==> src/rtl/pip_pkg.sv <==
// Item types, command codes and status codes for the polygon point-inside test.
// It has no dependencies. The cell and the top level import it.
package pip_pkg;

    typedef struct packed {
        logic [1:0]  command;
        logic [15:0] x_coord;
        logic [15:0] y_coord;
    } t_in_item;

    typedef struct packed {
        logic       inside_res;
        logic [1:0] status;
    } t_out_item;

    // These are the control signals for one vertex cell.
    typedef struct packed {
        logic shift;
        logic load;
    } t_cell_ctl;

    localparam logic [1:0] CMD_CLEAR  = 2'd0;
    localparam logic [1:0] CMD_APPEND = 2'd1;
    localparam logic [1:0] CMD_QUERY  = 2'd2;

    localparam logic [1:0] ST_OK   = 2'd0;
    localparam logic [1:0] ST_FEW  = 2'd1;
    localparam logic [1:0] ST_DROP = 2'd2;

endpackage

==> src/rtl/pip_cell.sv <==
// This file holds one vertex cell of the rotating vertex ring.
// It depends on pip_pkg for the cell control struct.
module pip_cell #(
    parameter int CW = 16
) (
    input  logic                i_clk,
    input  pip_pkg::t_cell_ctl  i_ctl,
    input  logic [CW-1:0]       i_load_x,
    input  logic [CW-1:0]       i_load_y,
    input  logic [CW-1:0]       i_nb_x,
    input  logic [CW-1:0]       i_nb_y,
    output logic [CW-1:0]       o_x,
    output logic [CW-1:0]       o_y
);
    import pip_pkg::*;

    logic [CW-1:0] r_x;
    logic [CW-1:0] r_y;

    // A shift takes the neighbor's vertex, and a load takes a new vertex from the append.
    always_ff @(posedge i_clk) begin
        if (i_ctl.shift) begin
            r_x <= i_nb_x;
            r_y <= i_nb_y;
        end else if (i_ctl.load) begin
            r_x <= i_load_x;
            r_y <= i_load_y;
        end
    end

    assign o_x = r_x;
    assign o_y = r_y;

endmodule

==> config.mk <==
export PLATFORM = sky130hd
export DESIGN_NAME = pip_cell
export DESIGN_NICKNAME = d
export VERILOG_FILES = /design/src/rtl/pip_pkg.sv /design/src/rtl/pip_cell.sv
export SDC_FILE = /design/constraint.sdc
export NUM_CORES = 1
export LEC_CHECK = 0
export BUFFER_PORTS_ARGS = -buffer_cell sky130_fd_sc_hd__buf_2
export CORE_MARGIN = 2
export CORE_UTILIZATION = 25
export DETAILED_ROUTE_END_ITERATION = 10
export SLEW_MARGIN = 30
export SYNTH_ARGS = -nofsm -noshare
export SYNTH_HDL_FRONTEND = slang
export SYNTH_SLANG_ARGS = --single-unit
==> constraint.sdc <==
create_clock -name i_clk -period 1.35 [get_ports i_clk]
set_input_delay 0.0675 -clock i_clk [delete_from_list [all_inputs] [get_ports i_clk]]
set_output_delay 0.0675 -clock i_clk [all_outputs]
set_load 0.01 [all_outputs]
# [Word-level counts from Yosys, hierarchy flattened]
# Cells that the tools add are included.
[word_totals] mem_bits_rw=0 output_inout_bits=32 word_cells=7 inputBits=67 latch_bits=0 mem_count=0 romBits=0 ff_bits=32
[classes] bitwise=0 add_sub_neg=0 reduce_logical=1 div_mod_pow=0 n_shift=0 mul=0 eq_ne=0 magnitude_cmp=0 mux=4
[ops] operator="$mux W16" n=4
[ops] operator="$reduce_bool A2 Y1" n=1

# [Depth between registers and ports, before layout]
# Gate-level depths: netlist (run 1).
[depth] depth_word=2 depth_mapped=3 mapped_depth_nobuf=1

# [Worst setup path after synthesis (run 1)]
# OpenSTA, ideal clock, no wires.
[synth_path] path_kind="input-to-reg" start="in i_ctl[1] in the netlist's numbering" end="reg r_x[0] (netlist: o_x[0]), enable pin" t_required_ns=0.960 n_path_buf=2 setup_time_ns=0.390 t_arrival_ns=1.090 cell_stages=3 slack_ns=-0.130 cell_sequence="buf_6 -> buf_12 -> or2_1"
[synth_between] elab_chain_len=1
[synth_lines] item="start, declared" line_no="pip_cell.sv:7" source="input pip_pkg::t_cell_ctl i_ctl,"
[synth_lines] item="$reduce_bool A2 Y1 (no line)"
[synth_lines] item="end signal, assigned" line_no="pip_cell.sv:23" source="r_x <= i_nb_x;"
[synth_lines] item="end signal, assigned" line_no="pip_cell.sv:26" source="r_x <= i_load_x;"
[synth_lines] item="end, declared" line_no="pip_cell.sv:17" source="logic [CW-1:0] r_x;"
# No other way between the ends.
# A chain may end at the register's enable or synchronous reset.

# [Worst setup path in the final report (run 1)]
[layout_path] start="reg r_x[10] (netlist: o_x[10])" end="out o_x[10]"
[layout_lines] item="end, declared" line_no="pip_cell.sv:12" source="output logic [CW-1:0] o_x,"
# No word-level cell between the ends.

==> results.md, run 1 <==
- The count of fill cells added during filler insertion is between 500 and 600.
- Once the floorplan was initialized, standard cells occupied 25.6% of the core.
- The fmax is 1160 MHz.
- The buffer type at the clock tree root is sky130_fd_sc_hd__clkbuf_8.
- Summed over all layers, the routed wires come to between 3000 and 4000 um.
- The H-tree level count is 2.
- The number of maximum-capacitance constraint violations is 0.
- The post-route netlist has between 80% and 90% of its cells at a drive strength greater than 1.
- The number of I/O port buffers is just under 100.
- The endpoint class of the critical path is a primary output.
- The overall die area is between 6000 and 7000 um^2.
- The startpoint-to-endpoint class of the critical path is reg -> out.
- After detailed routing, the number of remaining DRC violations is 0.
- The number of pins with negative max-slew slack in the final report is 0.
- The total count of hold-check failures in the final report came to 0.
- The number of buffers and inverters on the critical path is 1.
- The area of the placeable core is just under 6000 um^2.
- The startpoint type of the worst setup path is a flop.
- Once detail routing completed, the nets flagged for antenna violations numbered 0.
- The via count of the first global-routing pass was just over 900.
- The worst endpoint required time is between 1 and 1.5 ns.
- 0 antenna diodes ended up in the layout.
- The data arrival at the endpoint of the critical path is 0.80 ns.
- The class of the worst hold path is in -> reg.
- Detailed placement finished with a half-perimeter wire length of about 2400 um.
- The total placed instance area is 2070 um^2.
- The ratio of total power to cell area is between 1000 and 1500 nW/um^2.
- The biggest area consumer among synthesized cells is sky130_fd_sc_hd__edfxtp_1.
- Setup violations remaining at the end of the flow were counted as 0.
- On the critical path, the stage with the largest delay is an instance of sky130_fd_sc_hd__edfxtp_1.
- In this design, the largest share of critical-path delay is due to flip-flops.
- The number of instances on the worst hold path is 2.
- TritonCTS built the clock tree.
- The count of different cell masters after synthesis is 6.
- After routing, the total negative slack on setup checks comes to 0 ns.
- The first global-routing pass estimated ~4200 um of wire.
- The flow ran to the end, and the final reports show no timing, DRC or antenna violations.
- The final critical-path share of the clock period is between 60% and 70%.
- The yosys synthesis warning count is 0.
- The total global routing overflow is 0.
- Counting every net in the synthesized netlist gives roughly 140.
- The horizontal extent of the die is ~80 um.
- The maximum number of pins on one net before global-route repair is 21.
- The routed layout has around 970 vias.
- The net count of the finished layout is between 200 and 250.
- The total iterations of the first detailed-routing run is 2.
- Using the TritonRoute via totals, the vias-per-cell ratio works out to between 3 and 4.
- For hold timing, the worst endpoint is o_y[0]$_DFFE_PP_.
- Of all nets on the critical path, the largest fanout is 1.
- The gate count of the mapped netlist is 69.
- The startpoint identified for the worst hold timing path is i_load_y[0].
- The vertical extent of the die is between 80 and 90 um.
- Dividing the detail-routed wire length by the instance count gives 12.1 um.
- The signal on the critical path passes through buf_2.
- After synthesis the netlist holds a flip-flop and latch count of 32.
- The proportion of netlist area held by the largest area contributor is a little under two thirds.
- The sequential cell area fraction in the yosys report is a little under two thirds.
- The worst pin sits at a relative slew slack of 85.2%.
- After clock tree synthesis, the setup repair step added 0 buffers.
- The global placement routability congestion is about 0.65.
- With fillers left out, the area of the finished cells amounts to about 2200 um^2.
- Buffers inserted to repair hold after CTS numbered 0.
- The largest vdd supply drop is 0.000363 V.
- The area of the mapped netlist is about 1500 um^2.
- The delay contributed by the slowest stage of the critical path is about 0.37 ns.
- The number of buffers added by the clock tree synthesis step is 5.
- The final critical path time including I/O delays and setup is 0.864 ns.
- After clock tree synthesis, the clock-pin slew on the worst setup and hold paths is approximately 0.07 ns.
- The count of standard-cell rows is 28.
- Global routing used 8.84% of the available tracks across all layers.
- The initial antenna violation count is 0.
- The quantity of gates resized following cts is 0.
- The count of clock tree sinks is 32.
- The clock passes through at most 2 buffers.
- Setup repair after global routing left no endpoint under its margin.
- In this run the count of I/O pins placed on the die edge is 99.
- The leakage power summed over all cells is 1.05 nW.
- From synthesis to final layout, the design area changed by 44.5%.
- At the pin with the least slew margin, the transition time is around 0.22 ns.
- Ranked by total cell area, the synthesized netlist is headed by sky130_fd_sc_hd__edfxtp_1 64%, sky130_fd_sc_hd__mux2_4 29%, sky130_fd_sc_hd__buf_12 4.0%.
- After the first detailed-routing iteration, the DRC count stood at 11.
- Dividing the synthesized area by the synthesized cell count gives between 20 and 25 um^2.
through the flow:
stage / utilization (%) / instances / hold slack (ns) / total power [W] / setup slack [ns]
3_3_place_gp: 35.2 / 243 / 0.370 / 0.00172 / 0.335
2_1_floorplan: - / 69 / 0.285 / 0.00151 / 0.169
3_5_place_dp: 35.2 / 243 / 0.371 / 0.00172 / 0.317
4_1_cts: 37.0 / 251 / 0.0730 / 0.00261 / 0.462
6_report: 37.0 / 251 / 0.0824 / 0.00256 / 0.486
5_1_grt: 37.0 / 251 / 0.0754 / 0.00268 / 0.442
power by group:
part           leakage (nW)  switching [W]  internal (W)
sequential            0.326      0.0000240       0.00122
combinational         0.666       0.000187      0.000257
clock                0.0552       0.000324      0.000547
worst max-delay path by stage:
stage          slack (ns)                 to              start  cells after the start
2_1_floorplan        0.17   o_x[0]$_DFFE_PP_           i_ctl[1]                      3
3_3_place_gp         0.34  o_x[13]$_DFFE_PP_           i_ctl[1]                      3
3_5_place_dp         0.32  o_x[13]$_DFFE_PP_           i_ctl[1]                      3
4_1_cts              0.46             o_y[1]   o_y[1]$_DFFE_PP_                      1
5_1_grt              0.44            o_y[14]  o_y[14]$_DFFE_PP_                      1
6_report             0.49            o_x[10]  o_x[10]$_DFFE_PP_                      1
state kept, by name (all words and copies together), names as in the netlist:
register and flops:
o_x 16, o_y 16
Yosys cell counts:
master	count
sky130_fd_sc_hd__buf_12	3
sky130_fd_sc_hd__buf_6	1
sky130_fd_sc_hd__edfxtp_1	32
sky130_fd_sc_hd__mux2_2	3
sky130_fd_sc_hd__mux2_4	29
sky130_fd_sc_hd__or2_1	1
kinds of logic (layout without fill, tap and decap cells):
family                 after synthesis  in the layout  synth area share, %
buffers and inverters                4            111                 4.73
DFF                                 32             32                 63.7
muxes                               32             32                 31.1
and+or+nand+nor                      1              1                0.415
routing by layer:
metal / vias up / wire length (um) / global-route usage (%)
li1: 479 / - / -
met1: 417 / 1150 / 8.82
met2: 64 / 1440 / 15.7
met3: 6 / 406 / 3.41
met4: 0 / 57 / 5.00
met5: - / 0 / 0
cell usage in the layout, fill, tap and decap left out:
| cell | instances |
|---|---|
| sky130_fd_sc_hd__mux2_2 | 3 |
| sky130_fd_sc_hd__clkinv_2 | 1 |
| sky130_fd_sc_hd__bufinv_16 | 1 |
| sky130_fd_sc_hd__or2_2 | 1 |
| sky130_fd_sc_hd__edfxtp_1 | 32 |
| sky130_fd_sc_hd__mux2_4 | 29 |
| sky130_fd_sc_hd__clkbuf_8 | 5 |
| sky130_fd_sc_hd__clkbuf_1 | 1 |
| sky130_fd_sc_hd__buf_12 | 1 |
| sky130_fd_sc_hd__buf_4 | 4 |
| sky130_fd_sc_hd__buf_2 | 98 |
layout make-up:
class                   count  area, um^2  share of cell area [%]
well taps                  75        93.8                    4.31
multi-input cells          33         475                    21.8
repair buffers            103         541                    24.8
clock inverters             2        35.0                    1.61
clock buffers               6        72.6                    3.33
flip-flops and latches     32         961                    44.1
Power figures use the tool's default switching activity.
==> run 2, diff against run 1 <==
--- a/config.mk
+++ b/config.mk
@@ -5,6 +5,7 @@
 export SDC_FILE = /design/constraint.sdc
 export NUM_CORES = 1
 export LEC_CHECK = 0
+export ABC_AREA = 1
 export BUFFER_PORTS_ARGS = -buffer_cell sky130_fd_sc_hd__buf_2
 export CORE_MARGIN = 2
 export CORE_UTILIZATION = 25
==> constraint.sdc (replaced) <==
create_clock -name i_clk -period 0.8 [get_ports i_clk]
set_input_delay 0.04 -clock i_clk [delete_from_list [all_inputs] [get_ports i_clk]]
set_output_delay 0.04 -clock i_clk [all_outputs]
set_load 0.01 [all_outputs]
==> run 2 against run 1 <==
The flow now finishes with violations (negative setup slack). Routed wire length up 5.6%. Sequential power rose by 69%. Highest routed layer unchanged. Via count rose by 29%. Critical path type unchanged. Utilization decreased by 0.29 points. Cell count is 23% higher. Sequential cell count is the same. Area after synthesis fell by 7.1%. Die area decreased by 6.7%. Sequential share of layout area grew 3.7 points. Final area fell by 7.8%. First-iteration DRC count rose to 4.1 times the previous value. Total power is 52% higher.
==> results.md, run 2 <==
- The yosys synthesis warning count is 0.
- Counting along the longest clock path gives a buffer depth of 2.
- The number of setup violations in the final report is 31.
- Synthesis inferred 32 register bits.
- Counting both buffers and inverters, the worst setup path holds a total of 1.
- The startpoint type of the worst setup path is a flop.
- The leakage power summed over all cells is 1.06 nW.
- The core utilization of the finished layout is around 37%.
- After detailed routing, the number of vias per cell comes to a little over 4.
- After detailed routing, the number of remaining DRC violations is 0.
- The peak fanout along the critical path is 1.
- The area of the mapped netlist is ~1400 um^2.
- The sequential cell area is roughly 960 um^2.
- The cell with the most instances after synthesis is sky130_fd_sc_hd__nand2_1.
- Before antenna repair, the detailed router went through 4 iterations.
- For this run, the post-layout net count is approximately 300.
- From synthesis to final layout, the design area changed by 43.4%.
- The final non-filler cell area is around 2000 um^2.
- The floorplan step defined a die boundary enclosing a little over 6000 um^2.
- The clock tree synthesis step divided the H-tree into 2 levels.
- The count of clock tree sinks is 32.
- The post-placement cell count is between 300 and 400.
- The congestion estimate from routability-driven global placement came to slightly below 0.7.
- The total I/O pin count is 99.
- The number of synthesized flops with an enable pin is 32.
- The largest vdd supply drop is roughly 0.00075 V.
- The worst endpoint required time is 0.76 ns.
- The class of the worst hold path is in -> reg.
- Counting instances in the post-synthesis netlist gives the leading cell types as 96 x sky130_fd_sc_hd__nand2_1, 32 x sky130_fd_sc_hd__edfxtp_1, 4 x sky130_fd_sc_hd__buf_6, 3 x sky130_fd_sc_hd__buf_4.
- The logic gate share of total power is around 17%.
- The top cell types in the final layout, fill and taps aside, are 98 x sky130_fd_sc_hd__buf_2, 96 x sky130_fd_sc_hd__nand2_1, 32 x sky130_fd_sc_hd__edfxtp_1.
- By startpoint and endpoint, the worst setup path is classified as reg -> out.
- The floorplan step set the die height to about 79 um.
- In this run the biggest area consumer among cell types represents about two thirds of the synthesized area.
- The final setup slack of the worst path is -0.0433 ns.
- The gate count of the mapped netlist is around 140.
- The via count of the first global-routing pass is 1140.
- The total count of hold-check failures in the final report was 0.
- Setup repair after global routing could not meet its margin everywhere.
- The worst pin sits at a relative slew slack of between 60 and 70%.
- The data arrival at the endpoint of the critical path is roughly 0.80 ns.
- The commonest non-fill, non-tap cell in the layout is sky130_fd_sc_hd__buf_2.
- The final reports fail on negative setup slack.
- Max-cap violations in this run came to 0.
- Counting I/O delays and the setup requirement, the final critical path takes between 0.8 and 0.9 ns.
- In this run the clock root is driven by a sky130_fd_sc_hd__clkbuf_8.
- In this run, post-CTS repair resized a total of 0 instances.
- The number of design-rule violations left by the first detailed-router iteration is 45.
- For this run, the leading register cell type out of synthesis is sky130_fd_sc_hd__edfxtp_1.
- The clock group share of total power is around 30%.
- The initial cell density of the core is approximately a quarter.
- Dividing the detail-routed wire length by the instance count gives 10.4 um.
- Clock tree synthesis inserted a total of 5 buffers.
- The transition time at the pin with the least slew margin is 0.452 ns.
- The net switching power figure is 0.000940 W.
- The layout cell share with drive strength beyond 1 is around 46%.
- The sequential fraction of design power is 54.0%.
- After filler insertion, the fill cell instance count of the layout stands at 600.
- The final critical-path share of the clock period is 105%.
- The run finished, with violations left.
- Among cell families on the critical path, the largest total delay comes from flip-flops.
- The count of antenna-violating nets left after detailed routing is 0.
- The switching share of power is 24.2%.
- The wire-length estimate of the detail-placed layout is approximately 2400 um.
- The worst setup path is captured at a primary output.
- The biggest area consumer among synthesized cells is sky130_fd_sc_hd__edfxtp_1.
- The maximum number of pins on one net before global-route repair is 33.
- The ratio of total power to cell area is approximately 1900 nW/um^2.
- Counting distinct cell types in the post-synthesis netlist gives 6.
- The number of I/O port buffers is 98.
- The number of pins with negative max-slew slack in the final report is 0.
- By area the synthesized netlist is led by sky130_fd_sc_hd__edfxtp_1 69%, sky130_fd_sc_hd__nand2_1 26%, sky130_fd_sc_hd__buf_6 3.2%.
- The number of antenna diodes in the final layout is 0.
- The finished layout holds a little over 300 standard cells, fillers aside.
- The initial antenna violation count is 0.
- For this run, asynchronously set or reset flops after synthesis account for 0%.
- The total global routing overflow is 0.
- The count of standard-cell rows is 27.
- The core region is 5470 um^2.
- The horizontal extent of the die is 78.9 um.
- Cell internal power was estimated by the tool at just under 0.003 W.
- Summed over all layers, the routed wires come to between 3000 and 4000 um.
- The sequential cell area fraction in the yosys report is around two thirds.
- Among all stages on the critical path, the largest delay is contributed by sky130_fd_sc_hd__edfxtp_1.
- The average size of a mapped cell is 10.2 um^2.
- Walking the worst path, the cells encountered are buf_2.
- The delay contributed by the slowest stage of the critical path is about 0.38 ns.
- TritonCTS built the clock tree.
- Synthesis produced a netlist with a net count of 204.
- The multi-input logic area is 369 um^2.
- Summing all placed instances gives a cell area of approximately 1900 um^2.
- The total number of vias is ~1300.
- For this design, the CTS-stage hold fixing added 0 buffers.
- For this run, the total global-route usage over all layers was measured as 10.5%.
- The first global-routing pass estimated between 5000 and 6000 um of wire.
- After clock tree synthesis, the clock-pin slew on the worst setup and hold paths is ~0.060 ns.
- Derived from the worst setup path, the maximum achievable clock frequency is about 1200 MHz.
==> run 2: cell types whose count changed after synthesis, sizes merged <==
cell	before	now
buf	4	7
inv	0	1
mux2	32	0
nand2	0	96
==> run 2: what timing repair did <==
item                                    4_1_cts  5_1_grt
endpoints found under the hold margin         0        0
pin swaps                                     0        0
endpoints found under the setup margin       32       32
buffers inserted                              0        0
cloned                                        0        0
==> run 2: power groups by stage <==
stage / registers [W] / clock network [W] / logic (W)
after detailed placement: 0.00213 / 0 / 0.000660
after floorplan: 0.00225 / 0 / 0.000203
after global routing: 0.00211 / 0.00126 / 0.000731
after global placement: 0.00213 / 0 / 0.000655
final: 0.00210 / 0.00114 / 0.000647
after CTS: 0.00210 / 0.00120 / 0.000661
==> run 2: path summary, 6_finish.rpt <==
check / from / endpoint / slack [ns] / cells after the start
max: o_y[3]$_DFFE_PP_ / o_y[3] / -0.04 / 1
min: i_load_x[15] / o_x[15]$_DFFE_PP_ / 0.03 / 3
==> run 2: routing by layer <==
metal	track usage (%)	wire length, um	share of wire [%]	up-vias
met2	17.7	1580	49	55
met1	12.3	1310	41	557
met4	4.66	46	1.4	0
met3	3.18	281	8.7	5
li1	-	-	-	633
met5	0	0	0	-
==> run 2: tightest hold or removal path, delay by kind of cell <==
| kind | cells | cell delay, ns |
|---|---|---|
| buffers and inverters | 1 | 0.07 |
| AND/OR/NAND/NOR | 2 | 0.08 |
==> run 2: cell type report <==
type | count | share of cell area (%)
multi-input combinational | 97 | 18.4
timing repair buffer | 100 | 25.2
inverter | 1 | 0.311
tap | 72 | 4.48
sequential | 32 | 47.8
clock inverter | 1 | 0.249
clock buffer | 6 | 3.61
==> run 2: cells by family (layout without fill, tap and decap cells) <==
group	count (synthesis)	count (layout)	share of synthesized area, %
flops	32	32	68.6
buf+inv	8	108	5.27
simple gates	97	97	26.2
==> run 2: per-stage QoR <==
| step | hold slack [ns] | total power [W] | setup TNS, ns | setup slack, ns |
|---|---|---|---|---|
| detailed placement | 0.307 | 0.00279 | -10.33 | -0.197 |
| CTS | 0.0146 | 0.00396 | -1.01 | -0.0664 |
| floorplan | 0.219 | 0.00245 | 0 | 0.00623 |
| global route | 0.0181 | 0.00410 | -1.61 | -0.0930 |
| finish | 0.0252 | 0.00388 | -0.461 | -0.0433 |
| global placement | 0.305 | 0.00279 | -8.66 | -0.152 |
